$ cat src/cau_pkg.sv
// Shared types, constants and command codes for the complex arithmetic unit.
`default_nettype none

package cau_pkg;

    localparam int FRAC_BITS_DEF = 16;
    localparam int DATA_W        = 32;
    localparam int PROD_W        = 64;
    localparam int DIV_STEPS     = 33;
    localparam int DIV_LAT       = DIV_STEPS + 1;
    localparam int SQRT_STEPS    = 32;
    localparam int SQRT_PAD      = DIV_LAT - SQRT_STEPS;

    localparam logic [2:0] CMD_ADD  = 3'd0;
    localparam logic [2:0] CMD_SUB  = 3'd1;
    localparam logic [2:0] CMD_MUL  = 3'd2;
    localparam logic [2:0] CMD_DIV  = 3'd3;
    localparam logic [2:0] CMD_CONJ = 3'd4;
    localparam logic [2:0] CMD_MOD  = 3'd5;
    localparam logic [2:0] CMD_EQ   = 3'd6;

    localparam logic [DATA_W-1:0] POS_LIMIT = 32'h7FFF_FFFF;
    localparam logic [DATA_W-1:0] NEG_LIMIT = 32'h8000_0000;

    typedef struct packed {
        logic              sat;
        logic [DATA_W-1:0] val;
    } t_clip;

    // Per-item data that rides alongside the divider and root pipelines
    typedef struct packed {
        logic [2:0]        cmd;
        logic [DATA_W-1:0] res_re;
        logic [DATA_W-1:0] res_im;
        logic              eq;
        logic              sat;
        logic              dz;
        logic              neg_re;
        logic              neg_im;
    } t_side;

    typedef struct packed {
        logic [DATA_W-1:0] res_re;
        logic [DATA_W-1:0] res_im;
        logic              eq;
        logic              dz;
        logic              sat;
    } t_res;

endpackage

`default_nettype wire

$ cat src/cau_obuf.sv
// Two-entry output buffer that decouples the pipeline from the receiver.
`default_nettype none

module cau_obuf import cau_pkg::*; (
    input  wire logic i_clk,
    input  wire logic i_rst_n,
    input  wire logic i_push,
    input  wire t_res i_data,
    output logic      o_full,
    output logic      o_valid,
    input  wire logic i_ready,
    output t_res      o_data
);

    localparam logic [1:0] CNT_EMPTY = 2'd0;
    localparam logic [1:0] CNT_ONE   = 2'd1;
    localparam logic [1:0] CNT_FULL  = 2'd2;

    logic [1:0] r_cnt, n_cnt;
    t_res       r_e0, r_e1;
    logic       w_pop;

    assign w_pop = (r_cnt != CNT_EMPTY) && i_ready;
    assign n_cnt = r_cnt + 2'(i_push) - 2'(w_pop);

    always_ff @(posedge i_clk) begin
        if (!i_rst_n) begin
            r_cnt <= CNT_EMPTY;
        end else begin
            r_cnt <= n_cnt;
        end
    end

    always_ff @(posedge i_clk) begin
        if (w_pop) begin
            if (r_cnt == CNT_FULL) begin
                r_e0 <= r_e1;
                if (i_push) begin
                    r_e1 <= i_data;
                end
            end else if (i_push) begin
                r_e0 <= i_data;
            end
        end else if (i_push) begin
            if (r_cnt == CNT_ONE) begin
                r_e1 <= i_data;
            end else begin
                r_e0 <= i_data;
            end
        end
    end

    assign o_full  = (r_cnt == CNT_FULL);
    assign o_valid = (r_cnt != CNT_EMPTY);
    assign o_data  = r_e0;

endmodule

`default_nettype wire

$ cat config.mk
export PLATFORM = sky130hd
export DESIGN_NAME = cau_obuf
export DESIGN_NICKNAME = d
export VERILOG_FILES = /design/src/cau_pkg.sv /design/src/cau_obuf.sv
export SDC_FILE = /design/constraint.sdc
export NUM_CORES = 1
export LEC_CHECK = 0
export BUFFER_PORTS_ARGS = -buffer_cell sky130_fd_sc_hd__buf_2
export CAP_MARGIN = 5
export CORE_ASPECT_RATIO = 1.1
export CORE_UTILIZATION = 55
export CTS_CLUSTER_DIAMETER = 150
export DETAILED_ROUTE_END_ITERATION = 12
export PLACE_DENSITY = 0.83
export SYNTH_ARGS = -nofsm -noshare
export SYNTH_HDL_FRONTEND = slang
export SYNTH_SLANG_ARGS = --single-unit
$ cat constraint.sdc
create_clock -name i_clk -period 11.4 [get_ports i_clk]
set_input_delay 1.14 -clock i_clk [delete_from_list [all_inputs] [get_ports i_clk]]
set_output_delay 1.14 -clock i_clk [all_outputs]
set_load 0.02 [all_outputs]
==> flow_summary.toml <==
[logic_synthesis]
async_flop_share_pct = 0
synth_xor_area_share_pct = 0
ys_seq_elements = 136
synthMostInstantiatedCell = "edfxtp_1"
ys_top_cells_by_area = "edfxtp_1 (80%), mux2_2 (13%), mux2_4 (2.4%)"
synth_top_area_share_pct = 80.3
synth_fa_ha_area_share_pct = 0.250
synth-simple-area-share_pct = 1.17
ys.flop_type = "edfxtp_1"
synth_top_cell_by_area = "edfxtp_1"
ys_warn_count = 0
syn_inst = 227
synth_cell_types = 18
synth-compound-area-share_pct = 0.550
yosys-top-cells-count = "edfxtp_1 (134), mux2_2 (59), mux2_4 (8), buf_2 (5), o21ai_0 (3)"
syn_area_per_cell_sq_um = 22.1
synth_top_family_by_area = "multiplexers"
synth_edf_count = 134
syn-num-nets = 299
seq_area_frac_synth_pct = 81.1
synth_area_sq_um = 5010
muxShareOfSynthArea_pct = 15.9

[drt]
firstDrtPassIters = 4
drc = 0
drt-wirelength-per-cell_um = 17.6
antenna_left = 0
first_iter_violations = 183
drt-vias-per-instance = 5.14
via_count = 2605
wl_um = 8900

[grt]
grt_usage_pct = 19.4
antenna_found_initial = 0
grt_pass1_wl_um = 13100
grt_overflow = 0
grt_pass1_vias = 2596
grt_busiest_layer = "met2"
met1_usage_pct = 23.5
grtUsageMet2_pct = 31.2
globalRouteMet3Util_pct = 7.22
grt_max_degree = 70

[timing]
rsz0062_at_grt = "false"
min_period_over_period_pct = 23.7
setup_viol = 0
skew_ps = 11.4
hold_violations = 0
finalSetupTns_ps = 0
max_freq_ghz = 0.370
finalWorstPathRequiredPeriod_ps = 2700
relSlewSlack_pct = 34.6
worstMarginPinSlew_ps = 981
drv_slew = 0

[clock_network]
clk_latency_ps = 510
clk_pin_slew_ps = 60
cts.sinks = 136
clockBufferDepth = 2
hold_buffers = 0
cts_tree = "built"
cts-buffers-inserted = 17
cts_setup_buffers = 0
post_cts_resized = 0
cts_root_buffer = "clkbuf_8"
htree_levels = 4

[cells_and_area]
syn_to_final_growth_pct = 30.0
fin_nets = 452
stdcell_count = 507
drive_above_1_share_pct = 61.8
nFillCells = 548
regArea_sq_um = 4060
multi_input_area_sq_um = 921
diodes = 0

[critical_path]
reg2reg_depth = 4
crit_arrival_ps = 2830
crit_chain = "buf_2, nand2_4, a21boi_4, buf_4"
cp_num_buf_inv = 2
cp.depth = 4
reg2reg_from = "r_cnt[1]"
cp-start-kind = "input pin"
critPathKind = "input pin to register"
crit_family = "buffers and inverters"
critPathRequiredTime_ps = 11530
crit_path_end_kind = "register"
critPathMaxStageDelay_ps = 700
crit_fanout = 69
crit_slowest_cell = "buf_4"
r2r_end = "r_e1[40]"
r2r_slack_ps = 8880

[min_path]
holdCritPathClass = "register to register"
worstHoldStart = "r_e1[56]"
hold_depth = 1
hold_end = "o_data[56]"

[place]
dp_hpwl_um = 5220
io_buffer_count = 139
placed_cells = 475
place.gp.congestion = 0.732

[die]
die_area_sq_um = 9490
die_h_um = 102
rows = 36
start_util_pct = 56.7
pin_count = 140
die_w_um = 93.0
coreArea_sq_um = 8830

[status]
status = "finished, final reports clean"

[power]
power.share.sequential_pct = 45.4
intPower_uw = 1040
leakage_uw = 0.00257
powerDensity_nw_per_um2 = 201
vdd_drop_max_v = 0.000124
clockPowerShare_pct = 47.0
p_switching_uw = 268
pwr-share-comb_pct = 7.6
switching_share_pct = 20.4

[flow_run]
max-cap-violations = 0
==> layout make-up <==
cell class | count | share of cell area [%]
Clock buffer | 18 | 6.42
Tap cell | 114 | 2.19
Timing Repair Buffer | 141 | 10.9
Multi-Input combinational cell | 83 | 14.1
Inverter | 1 | 0.0576
Sequential cell | 136 | 62.4
Clock inverter | 14 | 3.86
==> per-stage QoR <==
| step | utilization, % | cell area (sq um) | total power, uW | setup WS [ps] | hold WS (ps) |
|---|---|---|---|---|---|
| finish | 73.8 | 6510 | 1310 | 8700 | 546 |
| global route | 73.8 | 6510 | 1350 | 8560 | 559 |
| CTS | 73.8 | 6510 | 1320 | 8710 | 548 |
| floorplan | - | 5010 | 665 | 4370 | 525 |
| global placement | 66.2 | 5840 | 700 | 8230 | 529 |
| detailed placement | 66.2 | 5840 | 704 | 8160 | 534 |
==> sequential cells by signal (all words and copies together), names as in the netlist <==
name    flops
o_data     67
r_cnt       2
r_e1       67
==> power groups by stage <==
stage	logic, uW	registers (uW)	clock network, uW
floorplan	28.4	637	0
global placement	97.1	603	0
detailed placement	99.6	605	0
CTS	101	595	628
global route	107	597	643
finish	99.9	595	616
==> kinds of logic after synthesis <==
group / count (synthesis)
multiplexers: 68
adder cells (fa/ha/maj): 1
AO/OA/AOI/OAI: 5
AND/OR/NAND/NOR: 9
buffers and inverters: 8
flip-flops: 136
==> routing by layer <==
metal | vias up | share of wire, %
met2 | 88 | 52
li1 | 1205 | -
met4 | 0 | 1.0
met1 | 1304 | 42
met5 | - | 0
met3 | 8 | 4.9
==> how the worst max path moves through the flow <==
stage	start	end	slack (ps)
2_1_floorplan	i_ready	r_e1[0]	4370
3_3_place_gp	i_ready	r_e1[27]	8230
3_5_place_dp	i_ready	r_e1[33]	8160
4_1_cts	i_ready	r_e1[39]	8710
5_1_grt	i_ready	r_e1[39]	8560
6_report	i_ready	r_e1[40]	8700
==> placed cells by master, fill, tap and decap left out, drive strengths merged <==
cell type,instances
a21boi,1
a21oi,1
and2,1
buf,141
bufinv,7
clkbuf,18
clkinv,4
clkinvlp,2
dfxtp,2
edfxtp,134
ha,1
inv,2
mux2,67
mux2i,1
nand2,3
nand2b,2
nor2b,1
o21ai,3
or2,2
(Power assumes the default switching activity.)
